## config.mk

```make
export PLATFORM = sky130hd
export DESIGN_NAME = length_prefixed_frame_splitter_unit_flat
export DESIGN_NICKNAME = d
export VERILOG_FILES = /design/src/sv/lpfs_pkg.sv /design/src/sv/lpfs_rx_if.sv /design/src/sv/lpfs_tag_if.sv /design/src/sv/lpfs_tagger.sv /design/src/sv/length_prefixed_frame_splitter_unit.sv /design/src/flat_wrapper.sv
export SDC_FILE = /design/constraint.sdc
export NUM_CORES = 1
export LEC_CHECK = 0
export CORE_UTILIZATION = 31
export DETAILED_ROUTE_END_ITERATION = 7
export DONT_BUFFER_PORTS = 1
export PLACE_DENSITY = 0.56
export SETUP_SLACK_MARGIN = 0.15
export SYNTH_ARGS = -nofsm -noshare
export SYNTH_HDL_FRONTEND = slang
export SYNTH_SLANG_ARGS = --single-unit
export TNS_END_PERCENT = 30
```

## constraint.sdc

```tcl
create_clock -name clk_i -period 4.2 [get_ports clk_i]
set_input_delay 0.84 -clock clk_i [delete_from_list [all_inputs] [get_ports clk_i]]
set_output_delay 0.84 -clock clk_i [all_outputs]
set_load 0.005 [all_outputs]
```

## src/sv/lpfs_pkg.sv

```systemverilog
// ----------------------------------------------------------------------------
// lpfs_pkg
// shared types and constants of the length-prefixed frame splitter
// ----------------------------------------------------------------------------
`default_nettype none

package lpfs_pkg;

  // largest frame length allowed by the system, further capped by the 8-bit counter
  localparam int MaxFrame = 256;
  localparam int LargestLenInt = (MaxFrame - 1 > 255) ? 255 : MaxFrame - 1;
  localparam logic [15:0] LargestLen = 16'(LargestLenInt);

  // frame length is judged once this many bytes are in
  localparam logic [15:0] JudgeCount = 16'd7;

  localparam logic [7:0] StartLen   = 8'hAA;
  localparam logic [7:0] StartTouch = 8'h1F;

  // config register indexes
  localparam int CfgIdxW = 1;
  localparam logic [CfgIdxW-1:0] CfgTouchEnable = 1'd0;
  localparam logic [CfgIdxW-1:0] CfgTouchLen    = 1'd1;
  localparam int CfgDataW = 8;

  localparam logic [7:0] TouchLenReset = 8'd66;

  typedef enum logic [1:0] {
    KindNone  = 2'd0,
    KindLen   = 2'd1,
    KindTouch = 2'd2
  } kind_e;

  typedef enum logic [1:0] {
    StDiscard = 2'd0,
    StByte    = 2'd1,
    StLast    = 2'd2,
    StAbort   = 2'd3
  } status_e;

  typedef struct packed {
    logic       touch_enable;
    logic [7:0] touch_len;
  } cfg_t;

  typedef struct packed {
    logic [7:0] data;
    kind_e      kind;
    logic [7:0] position;
    status_e    status;
  } tag_t;

endpackage

`default_nettype wire

```

## src/sv/lpfs_rx_if.sv

```systemverilog
// ----------------------------------------------------------------------------
// lpfs_rx_if
// request channel carrying received serial bytes
// ----------------------------------------------------------------------------
`default_nettype none

interface lpfs_rx_if;
  logic       valid;
  logic       ready;
  logic [7:0] rx_byte;

  modport source (output valid, output rx_byte, input ready);
  modport sink   (input valid, input rx_byte, output ready);
endinterface

`default_nettype wire

```

## src/sv/lpfs_tag_if.sv

```systemverilog
// ----------------------------------------------------------------------------
// lpfs_tag_if
// request channel carrying tagged bytes
// ----------------------------------------------------------------------------
`default_nettype none

interface lpfs_tag_if;
  logic              valid;
  logic              ready;
  logic [7:0]        data;
  lpfs_pkg::kind_e   kind;
  logic [7:0]        position;
  lpfs_pkg::status_e status;

  modport source (output valid, output data, output kind, output position,
                  output status, input ready);
  modport sink   (input valid, input data, input kind, input position,
                  input status, output ready);
endinterface

`default_nettype wire

```

## src/sv/lpfs_tagger.sv

```systemverilog
// ----------------------------------------------------------------------------
// lpfs_tagger
// frame tracking state and the per-byte tagging logic
// ----------------------------------------------------------------------------
`default_nettype none

module lpfs_tagger (
  input  wire logic          clk_i,
  input  wire logic          rst_ni,
  input  wire logic          step_i,
  input  wire logic [7:0]    byte_i,
  input  lpfs_pkg::cfg_t     cfg_i,
  output lpfs_pkg::tag_t     res_o
);

  lpfs_pkg::kind_e kind_q, kind_d;
  logic [7:0]      count_q, count_d;
  logic [15:0]     len_q, len_d;
  logic [8:0]      cnt_next;
  logic [15:0]     cnt_ext;

  assign cnt_next = {1'b0, count_q} + 9'd1;
  assign cnt_ext  = {7'd0, cnt_next};

  always_comb begin
    kind_d          = kind_q;
    count_d         = count_q;
    len_d           = len_q;
    res_o.data      = byte_i;
    res_o.kind      = lpfs_pkg::KindNone;
    res_o.position  = 8'd0;
    res_o.status    = lpfs_pkg::StDiscard;
    case (kind_q)
      lpfs_pkg::KindLen: begin
        res_o.kind     = lpfs_pkg::KindLen;
        res_o.position = count_q;
        if (count_q == 8'd1) begin
          len_d = {len_q[15:8], byte_i};
        end else if (count_q == 8'd2) begin
          len_d = {byte_i, len_q[7:0]};
        end
        if (cnt_ext < lpfs_pkg::JudgeCount) begin
          res_o.status = lpfs_pkg::StByte;
          count_d      = cnt_next[7:0];
        end else if (cnt_ext == lpfs_pkg::JudgeCount) begin
          if (len_d < lpfs_pkg::JudgeCount || len_d > lpfs_pkg::LargestLen) begin
            res_o.status = lpfs_pkg::StAbort;
            kind_d       = lpfs_pkg::KindNone;
            count_d      = 8'd0;
            len_d        = 16'd0;
          end else if (len_d == lpfs_pkg::JudgeCount) begin
            res_o.status = lpfs_pkg::StLast;
            kind_d       = lpfs_pkg::KindNone;
            count_d      = 8'd0;
            len_d        = 16'd0;
          end else begin
            res_o.status = lpfs_pkg::StByte;
            count_d      = cnt_next[7:0];
          end
        end else if (cnt_ext >= len_d) begin
          res_o.status = lpfs_pkg::StLast;
          kind_d       = lpfs_pkg::KindNone;
          count_d      = 8'd0;
          len_d        = 16'd0;
        end else begin
          res_o.status = lpfs_pkg::StByte;
          count_d      = cnt_next[7:0];
        end
      end
      lpfs_pkg::KindTouch: begin
        res_o.kind     = lpfs_pkg::KindTouch;
        res_o.position = count_q;
        if (cnt_next >= {1'b0, cfg_i.touch_len}) begin
          res_o.status = lpfs_pkg::StLast;
          kind_d       = lpfs_pkg::KindNone;
          count_d      = 8'd0;
          len_d        = 16'd0;
        end else begin
          res_o.status = lpfs_pkg::StByte;
          count_d      = cnt_next[7:0];
        end
      end
      default: begin
        // idle: look for a start byte
        kind_d  = lpfs_pkg::KindNone;
        count_d = 8'd0;
        len_d   = 16'd0;
        if (byte_i == lpfs_pkg::StartLen) begin
          res_o.kind   = lpfs_pkg::KindLen;
          res_o.status = lpfs_pkg::StByte;
          kind_d       = lpfs_pkg::KindLen;
          count_d      = 8'd1;
        end else if (byte_i == lpfs_pkg::StartTouch && cfg_i.touch_enable) begin
          res_o.kind = lpfs_pkg::KindTouch;
          if (cfg_i.touch_len <= 8'd1) begin
            res_o.status = lpfs_pkg::StLast;
          end else begin
            res_o.status = lpfs_pkg::StByte;
            kind_d       = lpfs_pkg::KindTouch;
            count_d      = 8'd1;
          end
        end
      end
    endcase
  end

  always_ff @(posedge clk_i or negedge rst_ni) begin
    if (!rst_ni) begin
      kind_q  <= lpfs_pkg::KindNone;
      count_q <= 8'd0;
      len_q   <= 16'd0;
    end else if (step_i) begin
      kind_q  <= kind_d;
      count_q <= count_d;
      len_q   <= len_d;
    end
  end

endmodule

`default_nettype wire

```

## src/sv/length_prefixed_frame_splitter_unit.sv

```systemverilog
// ----------------------------------------------------------------------------
// length_prefixed_frame_splitter_unit
// tags received serial bytes with their frame kind, position and status
// ----------------------------------------------------------------------------
// usage
//   rx_i takes one received byte per request; tag_o returns exactly one
//   tagged request per byte, in order: the byte itself, the frame kind,
//   its index inside the frame and a status (discarded, frame byte, last
//   byte of a good frame, frame aborted)
//   a 0xAA start byte opens a frame whose little-endian length sits in
//   bytes 1 and 2; the length is checked at the seventh byte, a 0x1F start
//   byte opens a touch frame of touch_len bytes when touch_enable is set
//   each accepted byte passes the input register, then the result register;
//   throughput: one byte per cycle while tag_o does not stall, as the
//   frame state updates once for each byte
//   reset clears the frame state to idle, empties both registers and sets
//   touch_enable to 1 and touch_len to 66
//   when the receiver stalls the result register holds; the input register
//   still takes one more byte, then rx_i.ready drops until tag_o drains
//   config writes are meant for idle periods only
// ----------------------------------------------------------------------------
`default_nettype none

module length_prefixed_frame_splitter_unit (
  input  wire logic                            clk_i,
  input  wire logic                            rst_ni,
  lpfs_rx_if.sink                              rx_i,
  lpfs_tag_if.source                           tag_o,
  input  wire logic                            cfg_we_i,
  input  wire logic [lpfs_pkg::CfgIdxW-1:0]    cfg_idx_i,
  input  wire logic [lpfs_pkg::CfgDataW-1:0]   cfg_wdata_i
);

  // input register
  logic       in_vld_q;
  logic [7:0] in_byte_q;

  // result register
  logic           out_vld_q;
  lpfs_pkg::tag_t out_q;

  // config registers
  lpfs_pkg::cfg_t cfg_q;

  lpfs_pkg::tag_t res;
  logic           adv;

  // result register can take a new result when empty or being drained
  assign adv        = in_vld_q && (!out_vld_q || tag_o.ready);
  assign rx_i.ready = !in_vld_q || adv;

  always_ff @(posedge clk_i or negedge rst_ni) begin
    if (!rst_ni) begin
      in_vld_q <= 1'b0;
    end else if (rx_i.ready) begin
      in_vld_q <= rx_i.valid;
    end
  end

  // payload needs no reset
  always_ff @(posedge clk_i) begin
    if (rx_i.ready && rx_i.valid) begin
      in_byte_q <= rx_i.rx_byte;
    end
    if (adv) begin
      out_q <= res;
    end
  end

  always_ff @(posedge clk_i or negedge rst_ni) begin
    if (!rst_ni) begin
      out_vld_q <= 1'b0;
    end else if (adv) begin
      out_vld_q <= 1'b1;
    end else if (tag_o.ready) begin
      out_vld_q <= 1'b0;
    end
  end

  // config write port
  always_ff @(posedge clk_i or negedge rst_ni) begin
    if (!rst_ni) begin
      cfg_q.touch_enable <= 1'b1;
      cfg_q.touch_len    <= lpfs_pkg::TouchLenReset;
    end else if (cfg_we_i) begin
      case (cfg_idx_i)
        lpfs_pkg::CfgTouchEnable: cfg_q.touch_enable <= cfg_wdata_i[0];
        lpfs_pkg::CfgTouchLen:    cfg_q.touch_len    <= cfg_wdata_i[7:0];
        default: ;
      endcase
    end
  end

  // frame state and tagging, advances once per byte moved to the result
  lpfs_tagger u_tagger (
    .clk_i  (clk_i),
    .rst_ni (rst_ni),
    .step_i (adv),
    .byte_i (in_byte_q),
    .cfg_i  (cfg_q),
    .res_o  (res)
  );

  assign tag_o.valid    = out_vld_q;
  assign tag_o.data     = out_q.data;
  assign tag_o.kind     = out_q.kind;
  assign tag_o.position = out_q.position;
  assign tag_o.status   = out_q.status;

  // an abort always lands on the seventh byte of a length-prefixed frame
  a_abort_shape: assert property (@(posedge clk_i) disable iff (!rst_ni)
    tag_o.valid && tag_o.status == lpfs_pkg::StAbort |->
      tag_o.kind == lpfs_pkg::KindLen && tag_o.position == 8'd6)
    else $error("abort result with wrong kind or position");

  // a discarded byte belongs to no frame
  a_discard_shape: assert property (@(posedge clk_i) disable iff (!rst_ni)
    tag_o.valid && tag_o.status == lpfs_pkg::StDiscard |->
      tag_o.kind == lpfs_pkg::KindNone && tag_o.position == 8'd0)
    else $error("discarded byte tagged with a frame");

  // an empty result register never holds off the sender
  a_no_bubble: assert property (@(posedge clk_i) disable iff (!rst_ni)
    !tag_o.valid |-> rx_i.ready)
    else $error("input stalled with empty result register");

  // a result that moves in leaves valid set at the next edge
  a_result_loaded: assert property (@(posedge clk_i) disable iff (!rst_ni)
    in_vld_q && !out_vld_q |=> tag_o.valid)
    else $error("result lost between stages");

endmodule

`default_nettype wire
```

## src/flat_wrapper.sv

```systemverilog
// flat-port wrapper written by rule: the top's interface ports become plain ports
module length_prefixed_frame_splitter_unit_flat 
  (clk_i, rst_ni, cfg_we_i, cfg_idx_i, cfg_wdata_i, rx_i_valid, rx_i_rx_byte, rx_i_ready, tag_o_valid, tag_o_data, tag_o_kind, tag_o_position, tag_o_status, tag_o_ready);
  lpfs_rx_if rx_i_i ();
  lpfs_tag_if tag_o_i ();
  input  wire logic clk_i;
  input  wire logic rst_ni;
  input  wire logic cfg_we_i;
  input  wire logic [lpfs_pkg::CfgIdxW-1:0] cfg_idx_i;
  input  wire logic [lpfs_pkg::CfgDataW-1:0] cfg_wdata_i;
  input wire logic [$bits(rx_i_i.valid)-1:0] rx_i_valid;
  input wire logic [$bits(rx_i_i.rx_byte)-1:0] rx_i_rx_byte;
  output wire logic [$bits(rx_i_i.ready)-1:0] rx_i_ready;
  output wire logic [$bits(tag_o_i.valid)-1:0] tag_o_valid;
  output wire logic [$bits(tag_o_i.data)-1:0] tag_o_data;
  output wire logic [$bits(tag_o_i.kind)-1:0] tag_o_kind;
  output wire logic [$bits(tag_o_i.position)-1:0] tag_o_position;
  output wire logic [$bits(tag_o_i.status)-1:0] tag_o_status;
  input wire logic [$bits(tag_o_i.ready)-1:0] tag_o_ready;
  assign rx_i_i.valid = rx_i_valid;
  assign rx_i_i.rx_byte = rx_i_rx_byte;
  assign rx_i_ready = rx_i_i.ready;
  assign tag_o_valid = tag_o_i.valid;
  assign tag_o_data = tag_o_i.data;
  assign tag_o_kind = tag_o_i.kind;
  assign tag_o_position = tag_o_i.position;
  assign tag_o_status = tag_o_i.status;
  assign tag_o_i.ready = tag_o_ready;
  length_prefixed_frame_splitter_unit u_core (.clk_i(clk_i), .rst_ni(rst_ni), .rx_i(rx_i_i), .tag_o(tag_o_i), .cfg_we_i(cfg_we_i), .cfg_idx_i(cfg_idx_i), .cfg_wdata_i(cfg_wdata_i));
endmodule
```

==> results of run 1 <==
-- what timing repair did --
action,4_1_cts,5_1_grt
gates resized for setup,0,1
endpoints found under the hold margin,0,0
setup endpoints to repair,0,7
-- path summary, 6_finish.rpt --
kind	cells past startpoint	start	endpoint	slack (ns)
max	13	u_core.u_tagger.count_q[1]	u_core.u_tagger.len_q[11]	0.52
min	0	rst_ni	u_core.u_tagger.count_q[0]	0.20
max reg2reg	13	u_core.u_tagger.count_q[1]	u_core.u_tagger.len_q[11]	0.52
min reg2reg	1	u_core.in_vld_q	u_core.tag_o.valid	0.49
max in group asynchronous	0	rst_ni	u_core.cfg_q[8]	3.81
min in group clk_i	1	u_core.in_vld_q	u_core.tag_o.valid	0.49
-- synth_stat cells, types with 5 or more instances --
master                     instances  area (sq um)
sky130_fd_sc_hd__a21oi_1           7          35.0
sky130_fd_sc_hd__a22o_1            7          61.3
sky130_fd_sc_hd__and3_1            6          37.5
sky130_fd_sc_hd__clkbuf_1          5          18.8
sky130_fd_sc_hd__dfrtp_1          34           851
sky130_fd_sc_hd__edfxtp_1         28           841
sky130_fd_sc_hd__ha_1             22           275
sky130_fd_sc_hd__inv_1            19          71.3
sky130_fd_sc_hd__mux2_2           10           113
sky130_fd_sc_hd__mux2i_1          12           120
sky130_fd_sc_hd__nand2_1          31           116
sky130_fd_sc_hd__nand3_1           6          30.0
sky130_fd_sc_hd__nand4_1           7          43.8
sky130_fd_sc_hd__nor2_1           18          67.6
sky130_fd_sc_hd__nor2b_1           9          56.3
sky130_fd_sc_hd__nor3_1           10          50.1
sky130_fd_sc_hd__o31ai_1           9          67.6
sky130_fd_sc_hd__xor2_1            5          43.8
-- layer usage --
layer  track usage  up-vias
met1         0.204     1191
met2         0.207       90
met4        0.0560        0
met5             0        -
met3        0.0377       15
li1              -     1166
-- worst register-to-register path: cells and delay by family (launching register included) --
kind	cells	cell delay, ns
DFF	1	0.44
and+or+nand+nor	3	0.98
muxes	1	0.33
AOI/OAI and AO/OA	6	1.23
buffers and inverters	1	0.14
adders and majority gates	2	0.47
-- stage by stage --
stage               cells  utilization  instance area (sq um)
floorplan             313            -                   3550
global placement      444        0.335                   3680
detailed placement    444        0.335                   3680
CTS                   460        0.360                   3960
global route          460        0.361                   3960
finish                460        0.361                   3960
-- power groups by stage --
stage	combinational, mW	clock [mW]	sequential [mW]
6_report	0.178	0.717	0.746
5_1_grt	0.202	0.760	0.752
4_1_cts	0.178	0.732	0.747
3_5_place_dp	0.176	0	0.759
3_3_place_gp	0.173	0	0.758
2_1_floorplan	0.146	0	0.741
-- flip-flops by register name (all words and copies together) (netlist names) --
name and count:
u_core.in_vld_q 1, u_core.tag_o.status 2, u_core.tag_o.kind 2, u_core.tag_o.data 8
u_core.tag_o.valid 1, u_core.u_tagger.kind_q 2, u_core.cfg_q 9, u_core.tag_o.position 8
u_core.u_tagger.count_q 8, u_core.u_tagger.len_q 16, u_core.in_byte_q 8
-- cell families after synthesis --
logic type / count (synthesis) / share of synthesized area
buffers and inverters: 31 / 0.0377
AND/OR/NAND/NOR: 110 / 0.171
XOR/XNOR: 6 / 0.0148
multiplexers: 23 / 0.0720
AO/OA/AOI/OAI: 56 / 0.128
adder cells (fa/ha/maj): 22 / 0.0776
flip-flops: 65 / 0.499
-- layout make-up --
type / instances / area (sq um)
Clock buffer: 12 / 236
Clock inverter: 4 / 43.8
Fill cell: 1059 / 7020
Inverter: 20 / 75.1
Multi-Input combinational cell: 217 / 1650
Sequential cell: 65 / 1770
Tap cell: 140 / 175
Timing Repair Buffer: 2 / 15.0
==> reports/summary.txt, run 1 <==
relative contribution of sequential cells to total power = 0.455
met2 layer wire length in the routed design = 3420 um
endpoints failing setup = 0
DP HPWL = 5710 um
count of input and output buffers = 0
final-report hold violation count = 0
crit path max fanout = 14
post-synthesis net count = 357
buffers inserted by post-CTS timing repair = 0
Synth Area per Inst = 11.3 sq um
Clock power frac = 0.437
Core Rows = 38
critical path startpoint category = flip-flop
number of enable-type register cells in the synthesized netlist = 28
final worst hold slack = 0.203 ns
main flop type after synthesis = sky130_fd_sc_hd__dfrtp_1
initial antenna violation count = 0
ANT cells = 0
internal power contribution = 1.24 mW
endpoint arrival time on the critical path = 3.94 ns
nature of the critical path endpoint = flip-flop
pin count of the biggest net entering global routing = 38
Final WS setup = 0.522 ns
net switching share of the total power = 0.247
maximum cell stage delay along the critical path = 0.44 ns
maximum clock skew at final layout = 0.00722 ns
post-route minimum period = 3.68 ns
detail-routed net length per standard cell = 16.9 um
drt pass-1 iters = 5
number of buffers created by CTS = 9
worst min-delay path category = input port to async pin
Max transition margin = 0.569
distinct cell type count of the synthesized netlist = 61
status = completed
Net Sw Power = 0.405 mW
Vias/cell = 5.35
total global routing overflow = 0
cells traversed along the worst timing path = inv_1 -> ha_1 -> nor3b_1 -> nand2_2 -> mux2i_1 -> ha_1 -> o21ai_0 -> o21ai_0 -> a21oi_1 -> o2bb2ai_1 -> a31o_4 -> nor3_2 -> a22o_1
number of global-route vias before repair = 2,432
post-placement setup slack = 0.513 ns
transition time at the pin with the least slew margin = 0.641 ns
cell type group with the largest total delay on the critical path = compound AO/OA/AOI/OAI gates
final period utilization = 0.876
clock tree root buffer cell = sky130_fd_sc_hd__clkbuf_16
global-route wire length before repair = 12,700 um
global-route total usage across every layer = 0.144
fraction of power consumed by combinational cells = 0.108
sequential area share after synthesis = 0.499
flops & latches, synth = 65
vias post-DR = 2,462
starting utilization of the core area = 0.323
power density relative to cell area = 414 nW/um^2
Ports = 44
most used cells in the layout excluding fill and tap cells = sky130_fd_sc_hd__dfrtp_1 (34), sky130_fd_sc_hd__nand2_1 (30), sky130_fd_sc_hd__edfxtp_1 (28), sky130_fd_sc_hd__ha_1 (22), sky130_fd_sc_hd__inv_1 (19)
top sig layer = met4
H-tree Lvls = 3
final routed DRC violation total = 0
most frequent standard cell in the layout excluding fill and tap cells = sky130_fd_sc_hd__dfrtp_1
Post-Syn Area = 3550 sq um
area of the core = 11,000 sq um
number of hold buffers added after CTS = 0
post-layout net count = 359
Slew Viols, Final = 0
clk buf depth = 2
clock insertion delay at the later pin of the skew report = 0.33 ns
Die Wd = 109 um
Layout area overhead = 11.7%
Placer Congestion = 0.841
CP required = 4.46 ns
number of DRC markers in iteration 0 = 142
number of synthesis warnings = 0
Critical-path top delay cell = sky130_fd_sc_hd__dfrtp_1
total power after layout = 1.64 mW
unrepaired setup endpoints after global routing = no
number of buffer and inverter instances along the worst setup path = 1
Setup TNS = 0 ns
class of the most critical setup path = flip-flop to flip-flop
DIE HEIGHT = 109 um
Routed Antenna Nets = 0
die area = 11,900 sq um
async set-or-reset flop fraction in the synthesized netlist = 0.569
highest achievable clock rate = 272 MHz
max capacitance violation total = 0
met3 WL = 535 um
register clock-pin slew on the reported worst setup and hold paths = 0.06 ns
routed metal-1 wire length = 3670 um
fraction of layout instances using a drive strength above 1 = 0.128
Max rail drop VDD = 0.217 mV
CTS tree = done
leakage power of the design = 1.68 nW
cell count after synthesis = 313
number of clock sinks = 65
wire length reported by the detailed router = 7780 um
Note: power is estimated with default switching activity, not from simulation.
==> run 2, diff against run 1 <==
--- a/config.mk
+++ b/config.mk
@@ -6,6 +6,7 @@
 export NUM_CORES = 1
 export LEC_CHECK = 0
 export CORE_UTILIZATION = 31
+export CTS_BUF_LIST = sky130_fd_sc_hd__clkbuf_2
 export DETAILED_ROUTE_END_ITERATION = 7
 export DONT_BUFFER_PORTS = 1
 export PLACE_DENSITY = 0.56
==> reports/summary.txt, run 2 (synthesis results as in run 1) <==
total stage count of the critical path = 13
clock tree root buffer cell = sky130_fd_sc_hd__clkbuf_2
count of input and output buffers = 0
global-route total usage across every layer = 0.147
total global routing overflow = 0
transition time at the pin with the least slew margin = 0.807 ns
status = completed
number of DRC markers in iteration 0 = 185
Slew Viols, Final = 0
leakage power of the design = 1.63 nW
area of the core = 11,000 sq um
Most Frequent Cell on Critical Path = sky130_fd_sc_hd__ha_1
most used cells in the layout excluding fill and tap cells = sky130_fd_sc_hd__dfrtp_1 (34), sky130_fd_sc_hd__nand2_1 (30), sky130_fd_sc_hd__edfxtp_1 (28), sky130_fd_sc_hd__ha_1 (22), sky130_fd_sc_hd__inv_1 (19)
initial antenna violation count = 0
final period utilization = 0.890
# placed instances = 444
count of filler cells inserted in the layout = 1,069
fraction of layout instances using a drive strength above 1 = 0.139
cell type group with the largest total delay on the critical path = compound AO/OA/AOI/OAI gates
endpoints failing setup = 0
Core Rows = 38
cells traversed along the worst timing path = inv_1 -> ha_1 -> nor3b_1 -> nand2_2 -> mux2i_1 -> ha_1 -> a41oi_1 -> o221ai_1 -> a21oi_1 -> o2bb2ai_1 -> a31o_4 -> nor3_2 -> a22o_1
class of the most critical setup path = flip-flop to flip-flop
detail-routed net length per standard cell = 17.3 um
wire length reported by the detailed router = 7990 um
number of standard cells in the layout, taps in and fillers out = 463
CTS tree = done
crit path max fanout = 14
Vias/cell = 5.31
number of global-route vias before repair = 2,443
DP HPWL = 5710 um
post-route minimum period = 3.74 ns
register clock-pin slew on the reported worst setup and hold paths = 0.19 ns
highest achievable clock rate = 268 MHz
buffers inserted by post-CTS timing repair = 0
register bank with the most flops = u_core.u_tagger.len_q
critical path startpoint category = flip-flop
max capacitance violation total = 0
final routed DRC violation total = 0
flip-flop count of the largest register, all copies and words added = 16
ANT cells = 0
Ports = 44
drt pass-1 iters = 4
die area = 11,900 sq um
final-report hold violation count = 0
endpoint arrival time on the critical path = 4.16 ns
Finished Core Util = 0.348
number of buffers created by CTS = 9
post-layout net count = 362
Setup TNS = 0 ns
clk buf depth = 2
number of clock sinks = 65
maximum clock skew at final layout = 0.0316 ns
H-tree Lvls = 3
CP required = 4.63 ns
Critical-path top delay cell = sky130_fd_sc_hd__dfrtp_1
unrepaired setup endpoints after global routing = no
number of cell instances on the worst register-to-register path = 13
Die Wd = 109 um
Routed Antenna Nets = 0
maximum cell stage delay along the critical path = 0.49 ns
nature of the critical path endpoint = flip-flop
DIE HEIGHT = 109 um
global-route wire length before repair = 12,900 um
final worst hold slack = 0.120 ns
Placer Congestion = 0.841
power density relative to cell area = 340 nW/um^2
number of buffer and inverter instances along the worst setup path = 1
starting utilization of the core area = 0.323
Max rail drop VDD = 0.154 mV
total power after layout = 1.30 mW
most frequent standard cell in the layout excluding fill and tap cells = sky130_fd_sc_hd__dfrtp_1
worst min-delay path category = input port to async pin
clock insertion delay at the later pin of the skew report = 0.51 ns
pin count of the biggest net entering global routing = 28
Max transition margin = 0.457
Layout area overhead = 7.83%
largest registers = u_core.u_tagger.len_q: 16 flops, u_core.cfg_q: 9 flops
vias post-DR = 2,458
[run 2: cell types whose count changed in the layout (fill, tap and decap cells not counted), sizes merged]
cell and delta:
buf +1, dlygate4sd3 +2
[run 2: worst paths after layout]
path / from / to / slack [ns]
worst min-delay path: rst_ni / u_core.u_tagger.count_q[4] / 0.12
worst max-delay path: u_core.u_tagger.count_q[1] / u_core.u_tagger.len_q[11] / 0.46
min in group clk_i: rx_i_rx_byte[0] / u_core.in_byte_q[0] / 0.43
worst min register to register: u_core.in_vld_q / u_core.tag_o.valid / 0.52
worst max register to register: u_core.u_tagger.count_q[1] / u_core.u_tagger.len_q[11] / 0.46
max in group asynchronous: rst_ni / u_core.u_tagger.len_q[15] / 3.41
[run 2: cell type report]
type,instances,area (sq um),share of cell area
timing repair buffer,5,55.1,0.0144
sequential,65,1770,0.463
inverter,20,75.1,0.0196
clock inverter,4,43.8,0.0114
clock buffer,12,60.1,0.0157
tap,140,175,0.0458
multi-input combinational,217,1650,0.430
[run 2: metal layers]
layer  GRT usage  up-vias  wire length (um)
li1            -     1171                 -
met3      0.0377        8               531
met1       0.208     1195              3780
met4      0.0579        0                75
met2       0.212       84              3600
met5           0        -                 0
[run 2: timing repair]
action                                 in CTS  in global routing
endpoints found under the hold margin      27                  4
setup endpoints to repair                   0                  8
hold buffers                                2                  1
gates resized for setup                     0                  1
[run 2: per-stage QoR]
stage	setup slack, ns	cell area (sq um)
2_1_floorplan	0.990	3550
3_3_place_gp	0.603	3680
3_5_place_dp	0.513	3680
4_1_cts	0.410	3810
5_1_grt	0.172	3820
6_report	0.464	3820
[run 2: worst reg2reg max path, cell delays in order (launching register included)]
cell and delay, ns:
sky130_fd_sc_hd__dfrtp_1 0.49, sky130_fd_sc_hd__inv_1 0.14, sky130_fd_sc_hd__ha_1 0.18, sky130_fd_sc_hd__nor3b_1 0.37
sky130_fd_sc_hd__nand2_2 0.25, sky130_fd_sc_hd__mux2i_1 0.27, sky130_fd_sc_hd__ha_1 0.29, sky130_fd_sc_hd__a41oi_1 0.22
sky130_fd_sc_hd__o221ai_1 0.13, sky130_fd_sc_hd__a21oi_1 0.24, sky130_fd_sc_hd__o2bb2ai_1 0.18, sky130_fd_sc_hd__a31o_4 0.33
sky130_fd_sc_hd__nor3_2 0.36, sky130_fd_sc_hd__a22o_1 0.20
[run 2: power by group]
group / leakage (nW) / internal, mW / switching [mW] / total (mW)
sequential: 0.758 / 0.706 / 0.0385 / 0.745
combinational: 0.798 / 0.0759 / 0.113 / 0.189
clock: 0.0734 / 0.142 / 0.224 / 0.365
